$ cat src/rtl/u16u8_pkg.sv
package u16u8_pkg;

    localparam int QUEUE_DEPTH = 4;
    localparam int QPTR_W      = $clog2(QUEUE_DEPTH);
    localparam int QCNT_W      = $clog2(QUEUE_DEPTH + 1);

    localparam logic [15:0] CAP_RESET      = 16'd256;
    localparam logic [15:0] SURR_FIRST     = 16'hD800;
    localparam logic [15:0] SURR_LAST      = 16'hDFFF;
    localparam logic [15:0] TWO_BYTE_MIN   = 16'h0080;
    localparam logic [15:0] THREE_BYTE_MIN = 16'h0800;

    localparam logic [31:0] HIGH_SURR_BASE = 32'h0000_D800;
    localparam logic [31:0] LOW_SURR_BASE  = 32'h0000_DC00;
    localparam logic [31:0] PLANE_OFFSET   = 32'h0001_0000;

    localparam logic [7:0] LEAD_TWO   = 8'hC0;
    localparam logic [7:0] LEAD_THREE = 8'hE0;
    localparam logic [7:0] LEAD_FOUR  = 8'hF0;
    localparam logic [7:0] CONT_MARK  = 8'h80;

    // Work handed from the classifier to the byte emitter.
    typedef enum logic [2:0] {
        JOB_ONE,
        JOB_TWO,
        JOB_THREE,
        JOB_PAIR,
        JOB_TERM
    } job_kind_t;

    // unit: the code unit (second half for a pair).
    // aux: first half for a pair, byte count for a terminator.
    typedef struct packed {
        job_kind_t   kind;
        logic [15:0] unit;
        logic [15:0] aux;
    } job_t;

endpackage

$ cat src/rtl/u16u8_front.sv
module u16u8_front import u16u8_pkg::*; (
    input  logic        aclk,
    input  logic        aresetn,
    input  logic        cfg_wen,
    input  logic [15:0] cfg_wdata,
    input  logic        s_valid,
    output logic        s_ready,
    input  logic [15:0] s_code_unit,
    input  logic        queue_full,
    output logic        push_valid,
    output job_t        push_job
);

    logic [15:0] capacity_reg;
    logic [15:0] bytes_reg,    bytes_next;
    logic        pending_reg,  pending_next;
    logic [15:0] first_reg,    first_next;
    logic        stopped_reg,  stopped_next;

    logic        accept;
    logic [15:0] cap_eff;
    logic [16:0] limit;
    logic        fits1, fits2, fits3, fits4;

    assign s_ready = !queue_full;
    assign accept  = s_valid && s_ready;

    // A capacity of zero behaves as one, so only the terminator fits.
    assign cap_eff = (capacity_reg == 16'd0) ? 16'd1 : capacity_reg;
    assign limit   = {1'b0, cap_eff - 16'd1};
    assign fits1   = ({1'b0, bytes_reg} + 17'd1) <= limit;
    assign fits2   = ({1'b0, bytes_reg} + 17'd2) <= limit;
    assign fits3   = ({1'b0, bytes_reg} + 17'd3) <= limit;
    assign fits4   = ({1'b0, bytes_reg} + 17'd4) <= limit;

    always_ff @(posedge aclk) begin
        if (!aresetn) begin
            capacity_reg <= CAP_RESET;
            bytes_reg    <= 16'd0;
            pending_reg  <= 1'b0;
            first_reg    <= 16'd0;
            stopped_reg  <= 1'b0;
        end else begin
            if (cfg_wen) begin
                capacity_reg <= cfg_wdata;
            end
            bytes_reg   <= bytes_next;
            pending_reg <= pending_next;
            first_reg   <= first_next;
            stopped_reg <= stopped_next;
        end
    end

    always_comb begin
        bytes_next    = bytes_reg;
        pending_next  = pending_reg;
        first_next    = first_reg;
        stopped_next  = stopped_reg;
        push_valid    = 1'b0;
        push_job.kind = JOB_ONE;
        push_job.unit = s_code_unit;
        push_job.aux  = first_reg;
        if (accept) begin
            if (pending_reg) begin
                // Any unit after a held surrogate is its partner, zero included.
                push_valid    = 1'b1;
                push_job.kind = JOB_PAIR;
                bytes_next    = bytes_reg + 16'd4;
                pending_next  = 1'b0;
                first_next    = 16'd0;
            end else if (s_code_unit == 16'd0) begin
                push_valid    = 1'b1;
                push_job.kind = JOB_TERM;
                push_job.aux  = bytes_reg;
                bytes_next    = 16'd0;
                pending_next  = 1'b0;
                first_next    = 16'd0;
                stopped_next  = 1'b0;
            end else if (!stopped_reg) begin
                if (s_code_unit < TWO_BYTE_MIN) begin
                    if (fits1) begin
                        push_valid    = 1'b1;
                        push_job.kind = JOB_ONE;
                        bytes_next    = bytes_reg + 16'd1;
                    end else begin
                        stopped_next = 1'b1;
                    end
                end else if (s_code_unit < THREE_BYTE_MIN) begin
                    if (fits2) begin
                        push_valid    = 1'b1;
                        push_job.kind = JOB_TWO;
                        bytes_next    = bytes_reg + 16'd2;
                    end else begin
                        stopped_next = 1'b1;
                    end
                end else if (s_code_unit >= SURR_FIRST && s_code_unit <= SURR_LAST) begin
                    // Room for the whole pair is checked on the first half.
                    if (fits4) begin
                        pending_next = 1'b1;
                        first_next   = s_code_unit;
                    end else begin
                        stopped_next = 1'b1;
                    end
                end else begin
                    if (fits3) begin
                        push_valid    = 1'b1;
                        push_job.kind = JOB_THREE;
                        bytes_next    = bytes_reg + 16'd3;
                    end else begin
                        stopped_next = 1'b1;
                    end
                end
            end
        end
    end

endmodule

$ cat src/rtl/u16u8_queue.sv
module u16u8_queue import u16u8_pkg::*; (
    input  logic aclk,
    input  logic aresetn,
    input  logic push_valid,
    input  job_t push_job,
    output logic full,
    output logic head_valid,
    output job_t head_job,
    input  logic pop
);

    job_t              mem_reg [QUEUE_DEPTH];
    logic [QPTR_W-1:0] wr_ptr_reg;
    logic [QPTR_W-1:0] rd_ptr_reg;
    logic [QCNT_W-1:0] count_reg;
    logic              do_push;
    logic              do_pop;

    assign full       = (count_reg == QCNT_W'(QUEUE_DEPTH));
    assign head_valid = (count_reg != '0);
    assign head_job   = mem_reg[rd_ptr_reg];
    assign do_push    = push_valid && !full;
    assign do_pop     = pop && head_valid;

    always_ff @(posedge aclk) begin
        if (do_push) begin
            mem_reg[wr_ptr_reg] <= push_job;
        end
    end

    always_ff @(posedge aclk) begin
        if (!aresetn) begin
            wr_ptr_reg <= '0;
            rd_ptr_reg <= '0;
            count_reg  <= '0;
        end else begin
            if (do_push) begin
                wr_ptr_reg <= wr_ptr_reg + 1'b1;
            end
            if (do_pop) begin
                rd_ptr_reg <= rd_ptr_reg + 1'b1;
            end
            if (do_push && !do_pop) begin
                count_reg <= count_reg + 1'b1;
            end else if (do_pop && !do_push) begin
                count_reg <= count_reg - 1'b1;
            end
        end
    end

endmodule

$ cat src/rtl/u16u8_back.sv
module u16u8_back import u16u8_pkg::*; (
    input  logic        aclk,
    input  logic        aresetn,
    input  logic        head_valid,
    input  job_t        head_job,
    output logic        pop,
    output logic        m_valid,
    input  logic        m_ready,
    output logic [7:0]  m_out_byte,
    output logic        m_last,
    output logic [15:0] m_length
);

    logic [1:0]  idx_reg;
    logic        m_valid_reg;
    logic [7:0]  m_out_byte_reg;
    logic        m_last_reg;
    logic [15:0] m_length_reg;

    logic        out_load;
    logic [1:0]  last_idx;
    logic [7:0]  cur_byte;
    logic [31:0] full_cp;

    // Pair formula in 32-bit wrapping arithmetic; malformed halves go through it too.
    assign full_cp = ((({16'd0, head_job.aux} - HIGH_SURR_BASE) << 10)
                     | ({16'd0, head_job.unit} - LOW_SURR_BASE)) + PLANE_OFFSET;

    assign out_load = head_valid && (!m_valid_reg || m_ready);
    assign pop      = out_load && (idx_reg == last_idx);

    always_comb begin
        last_idx = 2'd0;
        cur_byte = 8'd0;
        unique case (head_job.kind)
            JOB_ONE: begin
                cur_byte = head_job.unit[7:0];
            end
            JOB_TWO: begin
                last_idx = 2'd1;
                case (idx_reg)
                    2'd0:    cur_byte = LEAD_TWO | head_job.unit[13:6];
                    default: cur_byte = CONT_MARK | {2'b00, head_job.unit[5:0]};
                endcase
            end
            JOB_THREE: begin
                last_idx = 2'd2;
                case (idx_reg)
                    2'd0:    cur_byte = LEAD_THREE | {4'd0, head_job.unit[15:12]};
                    2'd1:    cur_byte = CONT_MARK | {2'b00, head_job.unit[11:6]};
                    default: cur_byte = CONT_MARK | {2'b00, head_job.unit[5:0]};
                endcase
            end
            JOB_PAIR: begin
                last_idx = 2'd3;
                case (idx_reg)
                    2'd0:    cur_byte = LEAD_FOUR | full_cp[25:18];
                    2'd1:    cur_byte = CONT_MARK | {2'b00, full_cp[17:12]};
                    2'd2:    cur_byte = CONT_MARK | {2'b00, full_cp[11:6]};
                    default: cur_byte = CONT_MARK | {2'b00, full_cp[5:0]};
                endcase
            end
            JOB_TERM: begin
                cur_byte = 8'd0;
            end
            default: begin
                cur_byte = 8'd0;
            end
        endcase
    end

    always_ff @(posedge aclk) begin
        if (!aresetn) begin
            idx_reg     <= 2'd0;
            m_valid_reg <= 1'b0;
        end else begin
            if (out_load) begin
                m_valid_reg <= 1'b1;
                idx_reg     <= (idx_reg == last_idx) ? 2'd0 : idx_reg + 2'd1;
            end else if (m_ready) begin
                m_valid_reg <= 1'b0;
            end
        end
    end

    always_ff @(posedge aclk) begin
        if (out_load) begin
            m_out_byte_reg <= cur_byte;
            m_last_reg     <= (head_job.kind == JOB_TERM);
            m_length_reg   <= (head_job.kind == JOB_TERM) ? head_job.aux : 16'd0;
        end
    end

    assign m_valid    = m_valid_reg;
    assign m_out_byte = m_out_byte_reg;
    assign m_last     = m_last_reg;
    assign m_length   = m_length_reg;

endmodule

$ cat src/rtl/utf16_to_utf8_bounded.sv
// A code unit's first byte reaches m_out_byte through a queue entry, then the output register.
// Throughput with m_ready high: one code unit per cycle while each yields at most one byte;
// the output register sends one byte per cycle; a k-byte unit holds the emitter for all k.
// A four-entry queue between classifier and emitter absorbs multi-byte bursts.
// Reset (aresetn low at a clock edge) empties the queue, clears the string state and
// sets the capacity to 256.
module utf16_to_utf8_bounded import u16u8_pkg::*; (
    input  logic        aclk,
    input  logic        aresetn,
    input  logic        cfg_wen,
    input  logic [15:0] cfg_wdata,
    input  logic        s_valid,
    output logic        s_ready,
    input  logic [15:0] s_code_unit,
    output logic        m_valid,
    input  logic        m_ready,
    output logic [7:0]  m_out_byte,
    output logic        m_last,
    output logic [15:0] m_length
);

    logic push_valid;
    job_t push_job;
    logic queue_full;
    logic head_valid;
    job_t head_job;
    logic pop;

    u16u8_front u_front (
        .aclk        (aclk),
        .aresetn     (aresetn),
        .cfg_wen     (cfg_wen),
        .cfg_wdata   (cfg_wdata),
        .s_valid     (s_valid),
        .s_ready     (s_ready),
        .s_code_unit (s_code_unit),
        .queue_full  (queue_full),
        .push_valid  (push_valid),
        .push_job    (push_job)
    );

    u16u8_queue u_queue (
        .aclk       (aclk),
        .aresetn    (aresetn),
        .push_valid (push_valid),
        .push_job   (push_job),
        .full       (queue_full),
        .head_valid (head_valid),
        .head_job   (head_job),
        .pop        (pop)
    );

    u16u8_back u_back (
        .aclk       (aclk),
        .aresetn    (aresetn),
        .head_valid (head_valid),
        .head_job   (head_job),
        .pop        (pop),
        .m_valid    (m_valid),
        .m_ready    (m_ready),
        .m_out_byte (m_out_byte),
        .m_last     (m_last),
        .m_length   (m_length)
    );

endmodule
$ cat config.mk
export PLATFORM = sky130hd
export DESIGN_NAME = utf16_to_utf8_bounded
export DESIGN_NICKNAME = d
export VERILOG_FILES = /design/src/rtl/u16u8_pkg.sv /design/src/rtl/u16u8_front.sv /design/src/rtl/u16u8_queue.sv /design/src/rtl/u16u8_back.sv /design/src/rtl/utf16_to_utf8_bounded.sv
export SDC_FILE = /design/constraint.sdc
export NUM_CORES = 1
export LEC_CHECK = 0
export BUFFER_PORTS_ARGS = -buffer_cell sky130_fd_sc_hd__buf_2
export CORE_MARGIN = 4
export CORE_UTILIZATION = 55
export CTS_CLUSTER_SIZE = 25
export DETAILED_ROUTE_END_ITERATION = 8
export PLACE_DENSITY_LB_ADDON = 0.25
export SYNTH_ARGS = -nofsm -noshare
export SYNTH_HDL_FRONTEND = slang
export SYNTH_SLANG_ARGS = --single-unit
$ cat constraint.sdc
create_clock -name aclk -period 5.1 [get_ports aclk]
set_input_delay 1.02 -clock aclk [delete_from_list [all_inputs] [get_ports aclk]]
set_output_delay 1.02 -clock aclk [all_outputs]
set_load 0.05 [all_outputs]
==> results.ini, run 1 <==
[timing]
tightest_slew_ns=1.16
rsz0062_at_grt=true
min_period_ns=5.15
setup_viol_count_final=1
clock_skew_ns=0.0166
final_hold_viol_count=0
drv_slew=0
timing.hold.ws_ns=0.454
max_freq_ghz=0.194
fin_crit_sh=1.01
slew_headroom=0.223
fin_tns_setup_ns=-0.0459
final.setup.worst_slack_ns=-0.0459

[floorplanning]
pin_count=64
core_area_um2=22800
die_h_um=161
dieWidth_um=161
dieArea_um2=25800
rows=55
initial_core_util=0.563

[clock_network]
cts_sinks=227
cts_buffers=23
clockBufferDepth=3
clk_pin_slew_worst_paths_ns=0.07
cts_root_buf=clkbuf_16
cts_tree=built
clk_latency_ns=0.53
postCtsHoldBufs=0
htreeDepth=1

[routing]
drtPass1Iterations=8
drc=0
postRouteAntennaNets=0
vias=9959
vias_per_cell=6.26
initialDrtViolationCount=935
wl_um=36700
wl_per_cell_um=23.1

[worst_setup_path]
cp_max_fo=4
crit_buf_inv=1
path_delay_family=simple AND/OR/NAND/NOR gates
crit_slowest_cell=or4_4
crit_type=reg2reg
cp_data_required_time_ns=5.55
cpMostUsedCell=ha_4
crit_chain=or4_4, or4_4, nor3_4, nor2_2, ha_4, nand3_4, or3_4, xor2_4, ha_4, and2_4, a221o_1, a2111oi_4, a31oi_2, o21ai_2, nand3_2, o21ai_4, ha_4, inv_2, fa_2, xor2_1, or3_1, a21oi_1
reg2reg_slack_ns=-0.05
r2r_cells=22
cp.arrival_ns=5.60
critical_path.max_stage_delay_ns=0.52
critPathCaptureType=flop
cp.depth=22
startpoint_type=flop

[placement]
port_buffers=63
gp_congestion=1.05
post-dp-hpwl_um=27000
placed_area_um2=14200
dp_cells=1546

[synthesis]
ys_seq_area_frac=0.483
async_flop_share=0
yosys.area.top_type=edfxtp_1
synth_ff_type=edfxtp_1
synth_seq_cells=227
syn_area_per_cell_um2=11.4
syn-instance-count=1129
synthTopCellsByArea=edfxtp_1 39%, dfxtp_1 9.7%, ha_1 7.5%
synth.distinct_cells=84
syn_area_um2=12800
synth_nets=1244
synth_edf_count=165
ys_warn_count=0
synth_top_area_frac=0.386

[worst_hold_path]
min_path_cells=1
min_path_type=reg2reg

[global_route]
grt_use_met3=0.0405
antenna_found_initial=0
use_met2=0.462
busiest_layer=met2
grt_max_degree=29
grt-ovfl-total=0
grt_pass1_vias=9813
met1_usage=0.387
grt_pass1_wl_um=56900
grt_usage=0.281

[cells_and_area]
final_common_cell=edfxtp_1
drive_above_1_share=0.254
design_area_um2=15200
final_cells=1591
final_cell_mix=165 x edfxtp_1, 101 x buf_4, 93 x nor2_1, 82 x nand2_1, 74 x ha_1
finalNetCount=1376
syn_to_final_growth_pct=18.2
largest_reg_flops=140
diodes=0

[power]
p_total_w=0.00738
peakVddDrop_v=0.000308
cellLeakagePower_nw=5.86
powerDensity_nw_per_um2=487

[status]
status=finished with violations
violations=setup timing

[job]
cap_violations=0

[worst register-to-register path, cell delays in order (launching register included)]
cell       delay [ns]
dfxtp_2          0.32
or4_4            0.52
or4_4            0.45
nor3_4           0.17
nor2_2           0.08
ha_4             0.18
nand3_4          0.10
or3_4            0.16
xor2_4           0.20
ha_4             0.23
and2_4           0.13
a221o_1          0.35
a2111oi_4        0.33
a31oi_2          0.17
o21ai_2          0.21
nand3_2          0.13
o21ai_4          0.23
ha_4             0.16
inv_2            0.04
fa_2             0.34
xor2_1           0.15
or3_1            0.31
a21oi_1          0.13
[power by group]
part	total [W]	internal (W)	switching, W
Clock	0.00171	0.000975	0.000731
Combinational	0.00310	0.00116	0.00195
Sequential	0.00258	0.00240	0.000176
Total	0.00738	0.00453	0.00285
[cells in the mapped netlist (27+ instances only)]
cell      number
o21ai_0       40
dfxtp_1       62
nand2_1       82
xnor2_1       45
mux4_2        35
nor2_1        94
nand3_1       29
edfxtp_1     165
xor2_1        32
clkbuf_1      45
a21oi_1       60
ha_1          77
and3_1        27
[kinds of logic after synthesis]
group | count (synthesis) | synth area share
DFF | 227 | 0.483
and+or+nand+nor | 350 | 0.138
buffers and inverters | 90 | 0.0285
AOI/OAI and AO/OA | 230 | 0.124
muxes | 77 | 0.0969
adders and majority gates | 78 | 0.0767
xor gates and xnor gates | 77 | 0.0526
[area by class of cell]
cell class / count / area, um2
fillers: 1710 / 7610
multi-input cells: 812 / 6490
clock inverters: 14 / 148
clock buffers: 28 / 614
repair buffers: 172 / 1220
flip-flops and latches: 227 / 6200
inverters: 25 / 93.8
well taps: 313 / 392
[routing by layer]
metal	up-vias	part of all wire
li1	4573	-
met1	4780	0.41
met2	505	0.48
met3	101	0.082
met4	0	0.033
met5	-	0
[what timing repair did]
item / CTS / global route
endpoints found under the setup margin: 110 / 157
resized for setup: 8 / 16
hold endpoints to repair: 0 / 0
setup buffers: 4 / 0
pin swaps: 9 / 5
[stage by stage]
step	worst slack, ns	utilization
6_report	-0.0459	0.666
4_1_cts	-0.0522	0.663
3_3_place_gp	-0.148	0.625
5_1_grt	-0.294	0.666
2_1_floorplan	-0.0249	-
3_5_place_dp	-0.248	0.625
[final timing paths]
path | endpoint | start
hold reg to reg | u_front.first_reg[12] | u_front.first_reg[12]
setup reg to reg | u_queue.count_reg[2] | u_front.capacity_reg[9]
setup / recovery | u_queue.count_reg[2] | u_front.capacity_reg[9]
hold / removal | u_front.first_reg[12] | u_front.first_reg[12]
No activity file was read; power rests on OpenSTA's default activity.
==> run 2: changes to the inputs <==
--- a/config.mk
+++ b/config.mk
@@ -5,6 +5,7 @@
 export SDC_FILE = /design/constraint.sdc
 export NUM_CORES = 1
 export LEC_CHECK = 0
+export ABC_AREA = 1
 export BUFFER_PORTS_ARGS = -buffer_cell sky130_fd_sc_hd__buf_2
 export CORE_MARGIN = 4
 export CORE_UTILIZATION = 55
==> results.ini, run 2 <==
[cells_and_area]
largest_reg_flops=140
diodes=0
seqCellArea_um2=6200
fillers=1964
multiInputGateArea_um2=6010
finalNetCount=1670
final_common_cell=nand2_1
final_util=0.633
final_cell_mix=309 x nand2_1, 190 x nor2_1, 165 x edfxtp_1, 134 x inv_1, 99 x a21oi_1
drive_above_1_share=0.119
syn_to_final_growth_pct=11.9

[placement]
post-dp-hpwl_um=25900
port_buffers=63
gp_congestion=1.04

[worst_hold_path]
min_path_type=reg2reg

[synthesis]
synth_most_common_cell=nand2_1
synth_ff_type=edfxtp_1
post_synth_and_or_nand_nor_area_fraction=0.225
synth_top_area_frac=0.382
synth_xor_area_frac=0.0344
synthTopCellsByArea=edfxtp_1 38%, dfxtp_1 9.6%, nand2_1 8.9%
syn_area_per_cell_um2=8.68
syn_area_um2=13000
synth.distinct_cells=59
synth_nets=1610
async_flop_share=0
synth_edf_count=165
synth_compound_area_frac=0.123
ys_seq_area_frac=0.477
ys_warn_count=0
synth_seq_cells=227
synthTopCellsByCount=309 x nand2_1, 195 x nor2_1, 165 x edfxtp_1, 134 x inv_1, 99 x a21oi_1
synth_top_family_by_area=simple AND/OR/NAND/NOR gates
synth_fa_ha_area_frac=0.0758
yosys.area.top_type=edfxtp_1
syn-instance-count=1495
yosys-mux-area-fraction=0

[floorplanning]
core_area_um2=22900
rows=55
dieWidth_um=162
pin_count=64
die_h_um=162
initial_core_util=0.566
dieArea_um2=26100

[routing]
drc=0
wl_um=35600
drtPass1Iterations=6
vias_per_cell=5.77
vias=10900
initialDrtViolationCount=1219
postRouteAntennaNets=0
wl_per_cell_um=18.9

[power]
powerDensity_nw_per_um2=613
peakVddDrop_v=0.000321
cellLeakagePower_nw=6.08
p_total_w=0.00891

[worst_setup_path]
cp_max_fo=5
critPathCaptureType=flop
cp.arrival_ns=5.04
reg2reg_slack_ns=0.50
cp_data_required_time_ns=5.54
startpoint_type=flop
crit_type=reg2reg

[clock_network]
clockBufferDepth=3
cts_sinks=227
cts_buffers=24
clk_pin_slew_worst_paths_ns=0.07
cts-resized-gates=0
clk_latency_ns=0.53
htreeDepth=1
cts_root_buf=clkbuf_16
cts_tree=built
postCtsHoldBufs=0
cts_setup_buffers=0

[global_route]
grt_pass1_wl_um=55100
antenna_found_initial=0
grt_usage=0.267
grt_max_degree=49
grt_pass1_vias=10300
grt-ovfl-total=0

[timing]
clock_skew_ns=0.0227
final_hold_viol_count=0
setup_viol_count_final=0
fin_crit_sh=0.901
slew_headroom=0.333
tightest_slew_ns=0.997
max_freq_ghz=0.218
min_period_ns=4.60
drv_slew=0

[status]
status=finished, final reports clean

[job]
cap_violations=0

## run 2: worst max-delay path, stage by stage, from the launching register on
cell      delay [ns]
dfxtp_1         0.43
ha_1            0.36
inv_1           0.21
nand2_1         0.25
nand3_1         0.26
nor2_1          0.23
nand2_1         0.12
xor2_1          0.18
ha_1            0.21
a21oi_1         0.15
nor2_1          0.06
a211oi_1        0.17
nor2_1          0.07
nor2_1          0.13
nand3_1         0.11
nand4_1         0.08
nand2_1         0.11
nor2_4          0.18
nand2_4         0.07
inv_4           0.06
ha_1            0.13
inv_1           0.07
fa_1            0.39
nor2_1          0.11
nor2_1          0.05
nand2_1         0.07
o21ai_0         0.08
a21oi_1         0.16
## run 2: per-layer routing
| metal | share of wire | global-route usage | up-vias |
|---|---|---|---|
| met5 | 0 | 0 | - |
| met4 | 0.050 | 0.127 | 0 |
| met3 | 0.071 | 0.0347 | 102 |
| met2 | 0.47 | 0.443 | 459 |
| met1 | 0.41 | 0.348 | 5063 |
| li1 | - | - | 5258 |
## run 2: path summary, 6_finish.rpt
check	start	end	cells after the start
hold reg to reg	u_queue.rd_ptr_reg[1]	u_queue.rd_ptr_reg[1]	2
setup / recovery	u_front.bytes_reg[1]	u_queue.count_reg[2]	27
hold / removal	u_queue.rd_ptr_reg[1]	u_queue.rd_ptr_reg[1]	2
setup reg to reg	u_front.bytes_reg[1]	u_queue.count_reg[2]	27
## run 2: stage by stage
stage               area [um2]  setup slack (ns)  TNS (ns)  hold WS (ns)  instances
floorplan                13000           -0.0241     -3.37         0.427       1495
CTS                      14500             0.350         0         0.475       1886
global placement         13700             0.527         0         0.437       1842
global route             14500          -0.00563  -0.00563         0.500       1886
detailed placement       13700             0.375         0         0.458       1842
finish                   14500             0.503         0         0.471       1886
## run 2: final cells by class
class / count / share of cell area
multi-input combinational: 1064 / 0.414
clock inverter: 6 / 0.00491
timing repair buffer: 90 / 0.0391
inverter: 148 / 0.0385
clock buffer: 38 / 0.0491
tap: 313 / 0.0270
sequential: 227 / 0.427
## run 2: kinds of logic after synthesis
group,after synthesis
buffers and inverters,204
xor gates and xnor gates,51
adders and majority gates,78
and+or+nand+nor,667
AOI/OAI and AO/OA,268
DFF,227
## run 2: power by group
group | switching [W] | internal (W)
combinational | 0.00310 | 0.00135
sequential | 0.000230 | 0.00252
clock | 0.000692 | 0.00101
total | 0.00402 | 0.00489
